## config.mk

```make
export PLATFORM = sky130hd
export DESIGN_NAME = stepper_position_controller
export DESIGN_NICKNAME = d
export VERILOG_FILES = /design/src/rtl/spc_pkg.sv /design/src/rtl/spc_div.sv /design/src/rtl/spc_dp.sv /design/src/rtl/spc_ctrl.sv /design/src/rtl/stepper_position_controller.sv
export SDC_FILE = /design/constraint.sdc
export NUM_CORES = 1
export LEC_CHECK = 0
export BUFFER_PORTS_ARGS = -buffer_cell sky130_fd_sc_hd__buf_2
export CAP_MARGIN = 30
export CORE_UTILIZATION = 50
export DETAILED_ROUTE_END_ITERATION = 12
export GPL_TIMING_DRIVEN = 1
export PLACE_DENSITY = 0.77
export SLEW_MARGIN = 25
export SYNTH_ARGS = -nofsm -noshare
export SYNTH_HDL_FRONTEND = slang
export SYNTH_HIERARCHICAL = 1
export SYNTH_SLANG_ARGS = --single-unit
```

## constraint.sdc

```tcl
create_clock -name i_clk -period 3.87 [get_ports i_clk]
set_input_delay 0.1935 -clock i_clk [delete_from_list [all_inputs] [get_ports i_clk]]
set_output_delay 0.1935 -clock i_clk [all_outputs]
set_load 0.01 [all_outputs]
```

## src/rtl/spc_pkg.sv

```systemverilog
`timescale 1ns / 1ps
// ----------------------------------------------------------------------------
// spc_pkg
// Shared types and constants for the stepper position controller.
// ----------------------------------------------------------------------------
package spc_pkg;

    localparam int SPC_POS_BITS = 16;
    localparam int NUM_BITS     = 24;
    localparam int PCT_BITS     = 8;
    localparam int HALF_BITS    = 16;

    localparam logic [NUM_BITS-1:0]  NUM_RESET       = 24'd60000;
    localparam logic [HALF_BITS-1:0] HALF_PERIOD_MAX = 16'hFFFF;

    localparam logic [1:0] CMD_BYTE   = 2'd0;
    localparam logic [1:0] CMD_SELECT = 2'd1;
    localparam logic [1:0] CMD_TICK   = 2'd2;

    localparam logic [7:0] CODE_SET_TARGET  = 8'd240;
    localparam logic [7:0] CODE_SET_CURRENT = 8'd241;
    localparam logic [7:0] REPLY_TARGET     = 8'd5;
    localparam logic [7:0] REPLY_CURRENT    = 8'd6;

    typedef enum logic [1:0] {
        ST_IDLE,
        ST_DIV,
        ST_FIN
    } t_state;

    typedef struct packed {
        logic take;
        logic div_start;
        logic finish;
        logic out_load;
    } t_ctrl_cmd;

    typedef struct packed {
        logic rise;
        logic div_done;
    } t_dp_status;

endpackage

```

## src/rtl/spc_div.sv

```systemverilog
`timescale 1ns / 1ps
// ----------------------------------------------------------------------------
// spc_div
// Restoring divider that produces one quotient bit per cycle.
// ----------------------------------------------------------------------------
module spc_div (
    input  logic                         i_clk,
    input  logic                         i_rst_n,
    input  logic                         i_start,
    input  logic [spc_pkg::NUM_BITS-1:0] i_num,
    input  logic [spc_pkg::PCT_BITS-1:0] i_den,
    output logic                         o_done,
    output logic [spc_pkg::NUM_BITS-1:0] o_quo
);
    import spc_pkg::*;

    localparam int CNT_BITS = $clog2(NUM_BITS);

    logic                r_busy, n_busy;
    logic                r_done, n_done;
    logic [CNT_BITS-1:0] r_cnt, n_cnt;
    logic [NUM_BITS-1:0] r_quo, n_quo;
    logic [PCT_BITS-1:0] r_rem, n_rem;
    logic [PCT_BITS-1:0] r_den, n_den;
    logic [PCT_BITS:0]   w_trial;
    logic [PCT_BITS:0]   w_diff;

    assign w_trial = {r_rem, r_quo[NUM_BITS-1]};
    assign w_diff  = w_trial - {1'b0, r_den};

    always_comb begin
        n_busy = r_busy;
        n_done = r_done;
        n_cnt  = r_cnt;
        n_quo  = r_quo;
        n_rem  = r_rem;
        n_den  = r_den;
        if (i_start) begin
            n_busy = 1'b1;
            n_done = 1'b0;
            n_cnt  = CNT_BITS'(NUM_BITS - 1);
            n_quo  = i_num;
            n_rem  = '0;
            n_den  = i_den;
        end else if (r_busy) begin
            if (w_trial >= {1'b0, r_den}) begin
                n_rem = w_diff[PCT_BITS-1:0];
                n_quo = {r_quo[NUM_BITS-2:0], 1'b1};
            end else begin
                n_rem = w_trial[PCT_BITS-1:0];
                n_quo = {r_quo[NUM_BITS-2:0], 1'b0};
            end
            if (r_cnt == '0) begin
                n_busy = 1'b0;
                n_done = 1'b1;
            end else begin
                n_cnt = r_cnt - CNT_BITS'(1);
            end
        end
    end

    always_ff @(posedge i_clk) begin
        if (!i_rst_n) begin
            r_busy <= 1'b0;
            r_done <= 1'b0;
            r_cnt  <= '0;
        end else begin
            r_busy <= n_busy;
            r_done <= n_done;
            r_cnt  <= n_cnt;
        end
        r_quo <= n_quo;
        r_rem <= n_rem;
        r_den <= n_den;
    end

    assign o_done = r_done;
    assign o_quo  = r_quo;

endmodule

```

## src/rtl/spc_dp.sv

```systemverilog
`timescale 1ns / 1ps
// ----------------------------------------------------------------------------
// spc_dp
// Datapath: frame decode, position and timer state, divider, result register.
// ----------------------------------------------------------------------------
module spc_dp #(
    parameter int POS_BITS = spc_pkg::SPC_POS_BITS
) (
    input  logic                         i_clk,
    input  logic                         i_rst_n,
    input  logic                         i_cfg_we,
    input  logic [spc_pkg::NUM_BITS-1:0] i_cfg_data,
    input  logic [1:0]                   i_cmd,
    input  logic [7:0]                   i_rx_byte,
    input  logic                         i_select_level,
    input  spc_pkg::t_ctrl_cmd           i_ctrl,
    output spc_pkg::t_dp_status          o_status,
    output logic                         o_step_out,
    output logic                         o_direction_out,
    output logic                         o_motor_enable,
    output logic                         o_moving,
    output logic [7:0]                   o_tx_byte,
    output logic signed [15:0]           o_position
);
    import spc_pkg::*;

    localparam int POS_EXT = (POS_BITS > 16) ? POS_BITS : 16;

    logic [NUM_BITS-1:0]  r_num;
    logic                 r_sel, n_sel;
    logic [2:0]           r_idx, n_idx;
    logic [7:0]           r_fb [4];
    logic [7:0]           n_fb [4];
    logic [POS_BITS-1:0]  r_cur, n_cur;
    logic [POS_BITS-1:0]  r_tgt, n_tgt;
    logic [PCT_BITS-1:0]  r_pct, n_pct;
    logic [HALF_BITS-1:0] r_half, n_half;
    logic [HALF_BITS-1:0] r_tick, n_tick;
    logic                 r_dir, n_dir;
    logic                 r_mov, n_mov;
    logic                 r_tmr, n_tmr;
    logic                 r_step, n_step;
    logic                 r_drv, n_drv;
    logic [7:0]           r_reply, n_reply;

    logic                 r_o_step, r_o_dir, r_o_drv, r_o_mov;
    logic [7:0]           r_o_tx;
    logic [15:0]          r_o_pos;

    logic [POS_EXT-1:0]   w_cur_ext;
    logic [POS_EXT-1:0]   w_next_ext;
    logic [HALF_BITS:0]   w_tick_inc;
    logic                 w_div_done;
    logic [NUM_BITS-1:0]  w_quo;

    spc_div u_div (
        .i_clk   (i_clk),
        .i_rst_n (i_rst_n),
        .i_start (i_ctrl.div_start),
        .i_num   (r_num),
        .i_den   (r_pct),
        .o_done  (w_div_done),
        .o_quo   (w_quo)
    );

    assign o_status.rise     = (i_cmd == CMD_SELECT) && i_select_level && !r_sel;
    assign o_status.div_done = w_div_done;

    assign w_cur_ext  = POS_EXT'(r_cur);
    assign w_next_ext = POS_EXT'(n_cur);
    assign w_tick_inc = {1'b0, r_tick} + (HALF_BITS+1)'(1);

    always_comb begin
        n_sel   = r_sel;
        n_idx   = r_idx;
        n_fb    = r_fb;
        n_cur   = r_cur;
        n_tgt   = r_tgt;
        n_pct   = r_pct;
        n_half  = r_half;
        n_tick  = r_tick;
        n_dir   = r_dir;
        n_mov   = r_mov;
        n_tmr   = r_tmr;
        n_step  = r_step;
        n_drv   = r_drv;
        n_reply = r_reply;
        if (i_ctrl.take) begin
            case (i_cmd)
                CMD_BYTE: begin
                    if (r_sel) begin
                        case (r_idx)
                            3'd0: begin
                                n_reply = w_cur_ext[15:8];
                                n_idx   = 3'd1;
                            end
                            3'd1: begin
                                n_reply = w_cur_ext[7:0];
                                n_idx   = 3'd2;
                            end
                            3'd2: begin
                                n_reply = {7'd0, r_mov};
                                n_idx   = 3'd0;
                            end
                            default: begin
                            end
                        endcase
                    end else begin
                        if (r_idx < 3'd4) begin
                            n_fb[r_idx[1:0]] = i_rx_byte;
                            n_idx            = r_idx + 3'd1;
                            n_reply          = {5'd0, r_idx + 3'd1};
                        end
                        if (n_idx == 3'd4) begin
                            if (n_fb[0] == CODE_SET_TARGET) begin
                                n_reply = REPLY_TARGET;
                                n_tgt   = POS_BITS'({n_fb[1], n_fb[2]});
                                n_pct   = n_fb[3];
                            end else if (n_fb[0] == CODE_SET_CURRENT) begin
                                n_reply = REPLY_CURRENT;
                                n_cur   = POS_BITS'({n_fb[1], n_fb[2]});
                                n_tgt   = POS_BITS'({n_fb[1], n_fb[2]});
                            end
                        end
                    end
                end
                CMD_SELECT: begin
                    if (i_select_level != r_sel) begin
                        n_sel = i_select_level;
                        n_idx = 3'd0;
                        n_fb  = '{default: 8'd0};
                        if (!i_select_level) begin
                            n_tmr = 1'b0;
                            n_drv = 1'b0;
                            n_mov = 1'b0;
                        end
                    end
                end
                CMD_TICK: begin
                    if (r_tmr && r_sel) begin
                        if (w_tick_inc < {1'b0, r_half}) begin
                            n_tick = w_tick_inc[HALF_BITS-1:0];
                        end else begin
                            n_tick = '0;
                            if (r_step) begin
                                n_step = 1'b0;
                            end else begin
                                n_step = 1'b1;
                                if (r_dir) begin
                                    n_cur = r_cur + POS_BITS'(1);
                                end else begin
                                    n_cur = r_cur - POS_BITS'(1);
                                end
                                if (n_cur == r_tgt) begin
                                    n_tmr = 1'b0;
                                    n_drv = 1'b0;
                                    n_mov = 1'b0;
                                end
                            end
                        end
                    end
                end
                default: begin
                end
            endcase
        end
        if (i_ctrl.finish) begin
            if ((r_pct == '0) || (w_quo[NUM_BITS-1:HALF_BITS] != '0)) begin
                n_half = HALF_PERIOD_MAX;
            end else begin
                n_half = w_quo[HALF_BITS-1:0];
            end
            if (r_cur == r_tgt) begin
                n_mov = 1'b0;
            end else begin
                n_dir  = ($signed(r_cur) < $signed(r_tgt));
                n_tick = '0;
                n_mov  = 1'b1;
                n_tmr  = 1'b1;
                n_drv  = 1'b1;
            end
        end
    end

    always_ff @(posedge i_clk) begin
        if (!i_rst_n) begin
            r_num   <= NUM_RESET;
            r_sel   <= 1'b1;
            r_idx   <= 3'd0;
            r_fb    <= '{default: 8'd0};
            r_cur   <= '0;
            r_tgt   <= '0;
            r_pct   <= '0;
            r_half  <= '0;
            r_tick  <= '0;
            r_dir   <= 1'b0;
            r_mov   <= 1'b0;
            r_tmr   <= 1'b0;
            r_step  <= 1'b0;
            r_drv   <= 1'b0;
            r_reply <= '0;
        end else begin
            if (i_cfg_we) begin
                r_num <= i_cfg_data;
            end
            r_sel   <= n_sel;
            r_idx   <= n_idx;
            r_fb    <= n_fb;
            r_cur   <= n_cur;
            r_tgt   <= n_tgt;
            r_pct   <= n_pct;
            r_half  <= n_half;
            r_tick  <= n_tick;
            r_dir   <= n_dir;
            r_mov   <= n_mov;
            r_tmr   <= n_tmr;
            r_step  <= n_step;
            r_drv   <= n_drv;
            r_reply <= n_reply;
        end
    end

    always_ff @(posedge i_clk) begin
        if (i_ctrl.out_load) begin
            r_o_step <= n_step;
            r_o_dir  <= n_dir;
            r_o_drv  <= n_drv;
            r_o_mov  <= n_mov;
            r_o_tx   <= n_reply;
            r_o_pos  <= w_next_ext[15:0];
        end
    end

    assign o_step_out      = r_o_step;
    assign o_direction_out = r_o_dir;
    assign o_motor_enable  = r_o_drv;
    assign o_moving        = r_o_mov;
    assign o_tx_byte       = r_o_tx;
    assign o_position      = $signed(r_o_pos);

endmodule

```

## src/rtl/spc_ctrl.sv

```systemverilog
`timescale 1ns / 1ps
// ----------------------------------------------------------------------------
// spc_ctrl
// Controller: input handshake, divider sequencing and result valid flag.
// ----------------------------------------------------------------------------
module spc_ctrl (
    input  logic                 i_clk,
    input  logic                 i_rst_n,
    input  logic                 i_in_valid,
    output logic                 o_in_ready,
    output logic                 o_out_valid,
    input  logic                 i_out_ready,
    input  spc_pkg::t_dp_status  i_status,
    output spc_pkg::t_ctrl_cmd   o_ctrl
);
    import spc_pkg::*;

    t_state r_state, n_state;
    logic   r_out_valid, n_out_valid;
    logic   w_slot_free;
    logic   w_accept;

    assign w_slot_free = !r_out_valid || i_out_ready;
    assign w_accept    = (r_state == ST_IDLE) && w_slot_free && i_in_valid;

    always_comb begin
        n_state = r_state;
        case (r_state)
            ST_IDLE: begin
                if (w_accept && i_status.rise) begin
                    n_state = ST_DIV;
                end
            end
            ST_DIV: begin
                if (i_status.div_done) begin
                    n_state = ST_FIN;
                end
            end
            ST_FIN: begin
                if (w_slot_free) begin
                    n_state = ST_IDLE;
                end
            end
            default: begin
                n_state = ST_IDLE;
            end
        endcase
    end

    always_comb begin
        o_in_ready       = 1'b0;
        o_ctrl.take      = 1'b0;
        o_ctrl.div_start = 1'b0;
        o_ctrl.finish    = 1'b0;
        o_ctrl.out_load  = 1'b0;
        case (r_state)
            ST_IDLE: begin
                o_in_ready       = w_slot_free;
                o_ctrl.take      = w_accept;
                o_ctrl.div_start = w_accept && i_status.rise;
                o_ctrl.out_load  = w_accept && !i_status.rise;
            end
            ST_DIV: begin
            end
            ST_FIN: begin
                o_ctrl.finish   = w_slot_free;
                o_ctrl.out_load = w_slot_free;
            end
            default: begin
            end
        endcase
    end

    assign n_out_valid = o_ctrl.out_load ? 1'b1 : (i_out_ready ? 1'b0 : r_out_valid);

    always_ff @(posedge i_clk) begin
        if (!i_rst_n) begin
            r_state     <= ST_IDLE;
            r_out_valid <= 1'b0;
        end else begin
            r_state     <= n_state;
            r_out_valid <= n_out_valid;
        end
    end

    assign o_out_valid = r_out_valid;

    a_no_overwrite: assert property (@(posedge i_clk) disable iff (!i_rst_n)
        (r_out_valid && !i_out_ready) |-> !o_ctrl.out_load)
        else $error("result register loaded while a result is pending");

    a_busy_blocks_input: assert property (@(posedge i_clk) disable iff (!i_rst_n)
        (r_state != ST_IDLE) |-> !o_in_ready)
        else $error("input accepted during a division");

    a_start_enters_div: assert property (@(posedge i_clk) disable iff (!i_rst_n)
        o_ctrl.div_start |=> (r_state == ST_DIV))
        else $error("division start did not enter the divide state");

    a_finish_loads: assert property (@(posedge i_clk) disable iff (!i_rst_n)
        o_ctrl.finish |=> o_out_valid)
        else $error("finished move setup produced no result");

endmodule

```

## src/rtl/stepper_position_controller.sv

```systemverilog
`timescale 1ns / 1ps
// ----------------------------------------------------------------------------
// stepper_position_controller
// Step/direction position controller driven by framed serial byte events.
// ----------------------------------------------------------------------------
// Each input item is one event: a serial byte, a select level change or a
// timer tick. Every accepted item yields exactly one result item holding the
// step, direction, enable and moving levels, the reply byte and the position.
// Input and output use valid/ready. A result is registered and appears the
// cycle after its item is accepted, so items flow at one per cycle while the
// receiver keeps ready high and no division runs. A rising select edge runs
// the half-period division in a bit-serial divider, one quotient bit per
// cycle; no input is taken until that item's result is loaded. The speed
// numerator is written through i_cfg_we and i_cfg_data only while the block
// is idle, a user's rule the block does not enforce. Synchronous active-low
// reset sets select high and the numerator to its reset value, and clears
// all other state but the result and divider data, with no clearing pass.
// A stalled receiver leaves input not ready until the held result is taken.
// ----------------------------------------------------------------------------
module stepper_position_controller #(
    parameter int POS_BITS = spc_pkg::SPC_POS_BITS
) (
    input  logic                         i_clk,
    input  logic                         i_rst_n,
    input  logic                         i_cfg_we,
    input  logic [spc_pkg::NUM_BITS-1:0] i_cfg_data,
    input  logic                         i_in_valid,
    output logic                         o_in_ready,
    input  logic [1:0]                   i_cmd,
    input  logic [7:0]                   i_rx_byte,
    input  logic                         i_select_level,
    output logic                         o_out_valid,
    input  logic                         i_out_ready,
    output logic                         o_step_out,
    output logic                         o_direction_out,
    output logic                         o_motor_enable,
    output logic                         o_moving,
    output logic [7:0]                   o_tx_byte,
    output logic signed [15:0]           o_position
);
    import spc_pkg::*;

    t_ctrl_cmd  w_ctrl;
    t_dp_status w_status;

    spc_ctrl u_ctrl (
        .i_clk       (i_clk),
        .i_rst_n     (i_rst_n),
        .i_in_valid  (i_in_valid),
        .o_in_ready  (o_in_ready),
        .o_out_valid (o_out_valid),
        .i_out_ready (i_out_ready),
        .i_status    (w_status),
        .o_ctrl      (w_ctrl)
    );

    spc_dp #(
        .POS_BITS (POS_BITS)
    ) u_dp (
        .i_clk           (i_clk),
        .i_rst_n         (i_rst_n),
        .i_cfg_we        (i_cfg_we),
        .i_cfg_data      (i_cfg_data),
        .i_cmd           (i_cmd),
        .i_rx_byte       (i_rx_byte),
        .i_select_level  (i_select_level),
        .i_ctrl          (w_ctrl),
        .o_status        (w_status),
        .o_step_out      (o_step_out),
        .o_direction_out (o_direction_out),
        .o_motor_enable  (o_motor_enable),
        .o_moving        (o_moving),
        .o_tx_byte       (o_tx_byte),
        .o_position      (o_position)
    );

endmodule

```

Word-level counts from Yosys, hierarchy flattened. Cells that the tools add are included.

Add/subtract/negate cells: 6. $mul: 0. Div/mod/pow operators: 0. Magnitude comparators: 6. Equal/unequal tests: 19. Shift operators: 0. Mux-type cells: 107. Bitwise operators: 4. Reduce and logical (&&, ||, !) cells: 33.

Operators by type and width (count): $mux W16 (23); $mux W32 (6); $mux W8 (9); $pmux W32 S2 (1); $mux W24 (2); $mux W1 (42); $bwmux W32 (1); $eq A16 B16 Y1 (2); $pmux W16 S2 (1); $pmux W8 S3 (1); $mux W3 (6); $add A16 B1 Y17 const B (1); $lt A17 B16 Y1 (1); $add A16 B1 Y16 const B (1); $demux W8 S2 (1); $eq A8 B8 Y1 const B (2); $lt A16 B16 Y1 (1); $sub A16 B1 Y16 const B (1); $mux W5 (3); $reduce_and A5 Y1 (2); $ge A9 B8 Y1 (1); $pmux W3 S3 (1); $logic_and A1 B1 Y1 (8); $logic_not A8 Y1 (1); other kinds (32) (57).

Bits in registers: 223. Latch bits: 0. Memory bits (writable): 0. Memory bits (read-only): 0. Input bits: 40. Output and inout bits: 30. Word-level logic and storage cells: 208. Memories kept: 0.

Logic depth before layout (Yosys ltp).
Depth in word-level cells: 17. Mapped depth: 16. Gate-level depth less buffers: 15.

Cells and area by module. Netlist, hierarchy kept.

By module, submodules not included: spc_dp (instances 1, cells an instance 1073, area each 9929.5 um^2, seq. area each 3743.6 um^2); spc_div (instances 1, cells an instance 181, area each 2280.9 um^2, seq. area each 1261.2 um^2); spc_ctrl (instances 1, cells an instance 23, area each 201.4 um^2, seq. area each 60.1 um^2).

Worst setup path after synthesis. OpenSTA, ideal clock, no wires.

Path kind: reg2reg. Start point: reg u_dp.r_tick[2]. End point: reg u_dp.r_o_pos[10] (netlist: u_dp/o_position[10]), data pin. Library setup time: 0.256 ns. Data arrival time: 3.397 ns. Path slack: 0.217 ns. Stages on the path, launching flop included: 16. Period minus slack after synthesis: 3.653 ns. Cells stage by stage: dfxtp_1 -> and3_1 -> nand4_1 -> nor2_1 -> and3_1 -> and3_1 -> xor2_1 -> ha_1 -> a21o_1 -> a2111o_1 -> a21oi_1 -> nor3_4 -> buf_6 -> mux2_2 -> a22o_1 -> a22o_1.

Longest elaborated chain between the ends: 6.

Ends and longest elaborated chain: start: declaration (RTL line spc_dp.sv:38) `logic [HALF_BITS-1:0] r_tick, n_tick;`; start signal: assignment (RTL line spc_dp.sv:213) `r_tick <= n_tick;`; $add A16 B1 Y17 (RTL line spc_dp.sv:71) `assign w_tick_inc = {1'b0, r_tick} + (HALF_BITS+1)'(1);`; $lt A17 B16 Y1 (RTL line spc_dp.sv:141) `if (w_tick_inc < {1'b0, r_half}) begin`; $mux W16 (RTL line spc_dp.sv:141); $mux W16 (RTL line spc_dp.sv:140) `if (r_tmr && r_sel) begin`; $pmux W16 S2 (RTL line spc_dp.sv:89) `case (i_cmd)`; $mux W16 (RTL line spc_dp.sv:88) `if (i_ctrl.take) begin`; via u_dp.n_cur[10] (RTL line spc_dp.sv:34) `logic [POS_BITS-1:0] r_cur, n_cur;`; end signal: assignment (RTL line spc_dp.sv:230) `r_o_pos <= w_next_ext[15:0];`; end: declaration (RTL line spc_dp.sv:48) `logic [15:0] r_o_pos;`.

The timed path passes the listed nets, and every way through them passes these cells. A chain may end at the register's enable or synchronous reset.

Final worst setup path.
Start point: reg u_dp.r_dir. End point: reg u_dp.r_o_mov (netlist: u_dp/o_moving), data pin.

Longest elaborated chain between the ends: 14.

Ends and longest elaborated chain: start: declaration (RTL line spc_dp.sv:39) `logic r_dir, n_dir;`; start signal: assignment (RTL line spc_dp.sv:214) `r_dir <= n_dir;`; $mux W16 (RTL line spc_dp.sv:149) `if (r_dir) begin`; $mux W16 (RTL line spc_dp.sv:145) `if (r_step) begin`; $mux W16 (RTL line spc_dp.sv:141); $mux W16 (RTL line spc_dp.sv:140); $mux W16 (RTL line spc_dp.sv:89); $mux W16 (RTL line spc_dp.sv:88); $eq A16 B16 Y1 (RTL line spc_dp.sv:154) `if (n_cur == r_tgt) begin`; $mux W1 (RTL line spc_dp.sv:154); $mux W1 (RTL line spc_dp.sv:145); $mux W1 (RTL line spc_dp.sv:141); $mux W1 (RTL line spc_dp.sv:140); $pmux W1 S2 (RTL line spc_dp.sv:89); $mux W1 (RTL line spc_dp.sv:88); $mux W1 (RTL line spc_dp.sv:167) `if (i_ctrl.finish) begin`; via u_dp.n_mov (RTL line spc_dp.sv:40) `logic r_mov, n_mov;`; end signal: assignment (RTL line spc_dp.sv:228) `r_o_mov <= n_mov;`; end: declaration (RTL line spc_dp.sv:46) `logic r_o_step, r_o_dir, r_o_drv, r_o_mov;`.

The timed path passes the listed nets, and every way through them passes these cells. The select of a mux whose other input is x is not followed.

==> run_results.csv <==
group,metric,value,unit
yosys,synthSimpleGateAreaFrac,0.1645,
status,status,"finished clean",
job,drv_cap,0,
sta,hold_violations,0,
final_layout,n_antenna_cell,0,
sta,maxSlewHeadroom,0.4360,
hold_path,hp-class,"primary input to flip-flop",
yosys,synthMuxAreaShare,0.08639,
setup_path,crit_type,"flip-flop to flip-flop",
yosys,netlist.top_cell.by_area,"dfxtp_1",
route,routed_wl,32.36,mm
yosys,avgSynthCellArea,9.720,µm²
setup_path,worstPathRequired,4140,ps
sta,fin_crit,3765,ps
yosys,yosysSeqAreaShare,0.4081,
global_route,grt_max_degree,86,
yosys,synth_area,0.01241,mm²
yosys,ys_warn_count,6,
die,initial_core_util,0.5104,
final_layout,drive_gt1_frac,0.1771,
setup_path,cp.arrival,4040,ps
die,coreArea,0.02432,mm²
die,rows,57,
power,power_leakage,5.901,nW
sta,tns,0,ps
place,port_buffers,69,
clock_network,clockBufferDepth,3,
yosys,postSynthCellCount,1277,
sta,tightest_slew,846.0,ps
clock_network,htreeDepth,1,
die,die_w,159.6,µm
final_layout,nets,1474,
clock_network,clk_latency,540,ps
final_layout,syn2layout_area_growth,15.12,%
route,vias,10226,
power,ir_drop,0.3027,mV
route,routedWlPerCell,18.89,µm
yosys,ys_types,84,
sta,max_freq,0.2656,GHz
clock_network,cts_buffers,25,
place,hpwl,22.33,mm
sta,min_period_over_period,0.9729,
power,p_per_area,362.5,mW/mm²
sta,fin_skew,8.828,ps
route,drc,0,
setup_path,crit_path_end_kind,"flip-flop",
clock_network,clock_tree.root_cell,"clkbuf_16",
clock_network,cts_sinks,223,
global_route,grt_overflow,0,
die,dieArea,0.02546,mm²
yosys,synth_nets,1381,
clock_network,clk_pin_slew,60,ps
yosys,synth_area_leaders,"dfxtp_1, edfxtp_1, ha_1",
route,drtAntennaViolNets,0,
yosys,synthFlopType,"dfxtp_1",
global_route,antenna_found_initial,0,
place,post-place-ws,-21.57,ps
power,fin_total_pwr,5.180,mW
route,post_drt_via_cell_ratio,5.970,
sta,setup_viol_count_final,0,
clock_network,cts_tree,"yes",
final_layout,layoutNonFillerInstCount,1713,
place,placed_cells,1636,
yosys,synth_top_family_by_area,"compound AO/OA/AOI/OAI gates",
yosys,synth_xor_area_frac,0.03639,
yosys,synthAdderAreaFrac,0.06573,
global_route,grt.total_usage,0.2505,
setup_path,crit_fanout,9,
yosys,synth_compound_area_frac,0.1954,
global_route,first_global_vias,9674,
sta,drv_slew,0,
sta,setup_slack,104.8,ps
yosys,ys_ff_latch,223,
yosys,netlist.area_leader.share,0.2629,
route,drt-pass1-iter-count,5,
die,die_h,159.6,µm
place,place_congestion,0.9526,
setup_path,cp-start-kind,"flip-flop",
die,ios,70,
global_route,grt_pass1_wl,51.56,mm
yosys,synthArstFlopShare,0,
yosys,synth-edff-count,60,
route,drtIter0Drc,1016,
[flip-flops by register name (all words and copies together) (netlist names), 2 cells and up]
register and flops:
u_dp/r_fb 32, u_dp/r_num 24, u_dp/u_div/o_quo 24, u_dp/o_position 16
u_dp/r_cur 16, u_dp/r_half 16, u_dp/r_tgt 16, u_dp/r_tick 16
u_dp/o_tx_byte 8, u_dp/r_pct 8, u_dp/r_reply 8, u_dp/u_div/r_den 8
u_dp/u_div/r_rem 8, u_dp/u_div/r_cnt 5, u_dp/r_idx 3, u_ctrl/r_state 2
[what timing repair did]
| action | CTS | global route |
|---|---|---|
| hold buffers | 27 | 0 |
| endpoints found under the setup margin | 15 | 32 |
| pin swaps | 0 | 4 |
| resized for setup | 1 | 14 |
| hold endpoints to repair | 27 | 0 |
| setup buffers | 0 | 4 |
[cell usage in the layout (no fill, tap or decap), types with 20 or more instances in the layout]
cell           synthesis  layout
edfxtp_1              60      60
a21oi_1               60      56
xnor2_1               29      28
dlygate4sd3_1          0      27
inv_1                 60      59
o21ai_0               28      28
buf_2                  6      68
nor2b_1               67      67
a22o_1                36      36
clkbuf_16              0      25
dfxtp_1              163     160
mux2_2                41      41
nand4_1               21      21
a22oi_1               44      44
and2_1                24      24
xor2_1                20      20
nor2_1                74      72
o211a_1               24      24
nand3_1               25      25
mux2i_1               58      58
buf_4                  4      43
nand2_1               99      99
ha_1                  62      60
[worst paths after layout]
check / to / depth (start not counted) / slack (ps) / startpoint
worst max-delay path: u_dp/o_moving$_DFFE_PP_ / 12 / 100 / u_dp/r_dir$_SDFF_PN0_
worst min-delay path: u_dp/r_pct[3]$_SDFFE_PN0P_ / 4 / 120 / i_rx_byte[3]
worst max register to register: u_dp/o_moving$_DFFE_PP_ / 12 / 100 / u_dp/r_dir$_SDFF_PN0_
worst min register to register: u_dp/u_div/r_den[5]$_DFFE_PP_ / 0 / 460 / u_dp/r_pct[5]$_SDFFE_PN0P_
[per-layer routing]
layer / up-vias / wire length (µm) / track usage
met2: 395 / 14070 / 0.3777
met1: 4882 / 14460 / 0.3554
met5: - / 0 / 0
met4: 0 / 1120 / 0.09615
met3: 86 / 2714 / 0.04454
li1: 4863 / - / -
[where the power goes]
group	internal, mW	leakage (nW)	switching [mW]
logic	0.195	3.63	0.292
registers	2.44	1.91	0.0307
clock network	1.28	0.363	0.940
total	3.92	5.90	1.26
[critical path, stage by stage (launching register included)]
cell	delay (ps)
dfxtp_2	390
clkinvlp_4	240
buf_4	210
ha_1	470
and2_1	240
a32o_1	370
a31oi_1	130
o21ai_0	420
xnor2_1	170
nand3_1	90
or4_4	540
nor2_2	110
o211ai_1	110
[cells by family (layout without fill, tap and decap cells)]
| group | count (synthesis) | in the layout |
|---|---|---|
| adders and majority gates | 64 | 64 |
| muxes | 101 | 101 |
| xor gates and xnor gates | 50 | 50 |
| and+or+nand+nor | 385 | 385 |
| buffers and inverters | 134 | 246 |
| AOI/OAI and AO/OA | 320 | 320 |
| DFF | 223 | 223 |
[final cells by class]
cell class	instances	area [µm²]
clock buffers	39	678.2
well taps	324	405.4
flip-flops and latches	223	5069
inverters	60	229.0
clock inverters	7	77.57
fillers	2023	10030
repair buffers	140	973.4
multi-input cells	920	6857
[synth_stat cells, drive strengths merged, types with 43 or more instances]
cell type / n
inv: 60
clkbuf: 53
nor2b: 69
mux2i: 58
nand2: 99
nor2: 75
a21oi: 62
a22oi: 44
mux2: 43
dfxtp: 163
ha: 62
edfxtp: 60
[per-stage QoR]
stage          cell area, µm²  hold WS, ps    util
2_1_floorplan           12410        308.1       -
3_3_place_gp            13180        408.0  0.5421
3_5_place_dp            13180        423.2  0.5421
4_1_cts                 14210        105.5  0.5845
5_1_grt                 14290        121.5  0.5875
6_report                14290        115.9  0.5875
Power figures use the tool's default switching activity.
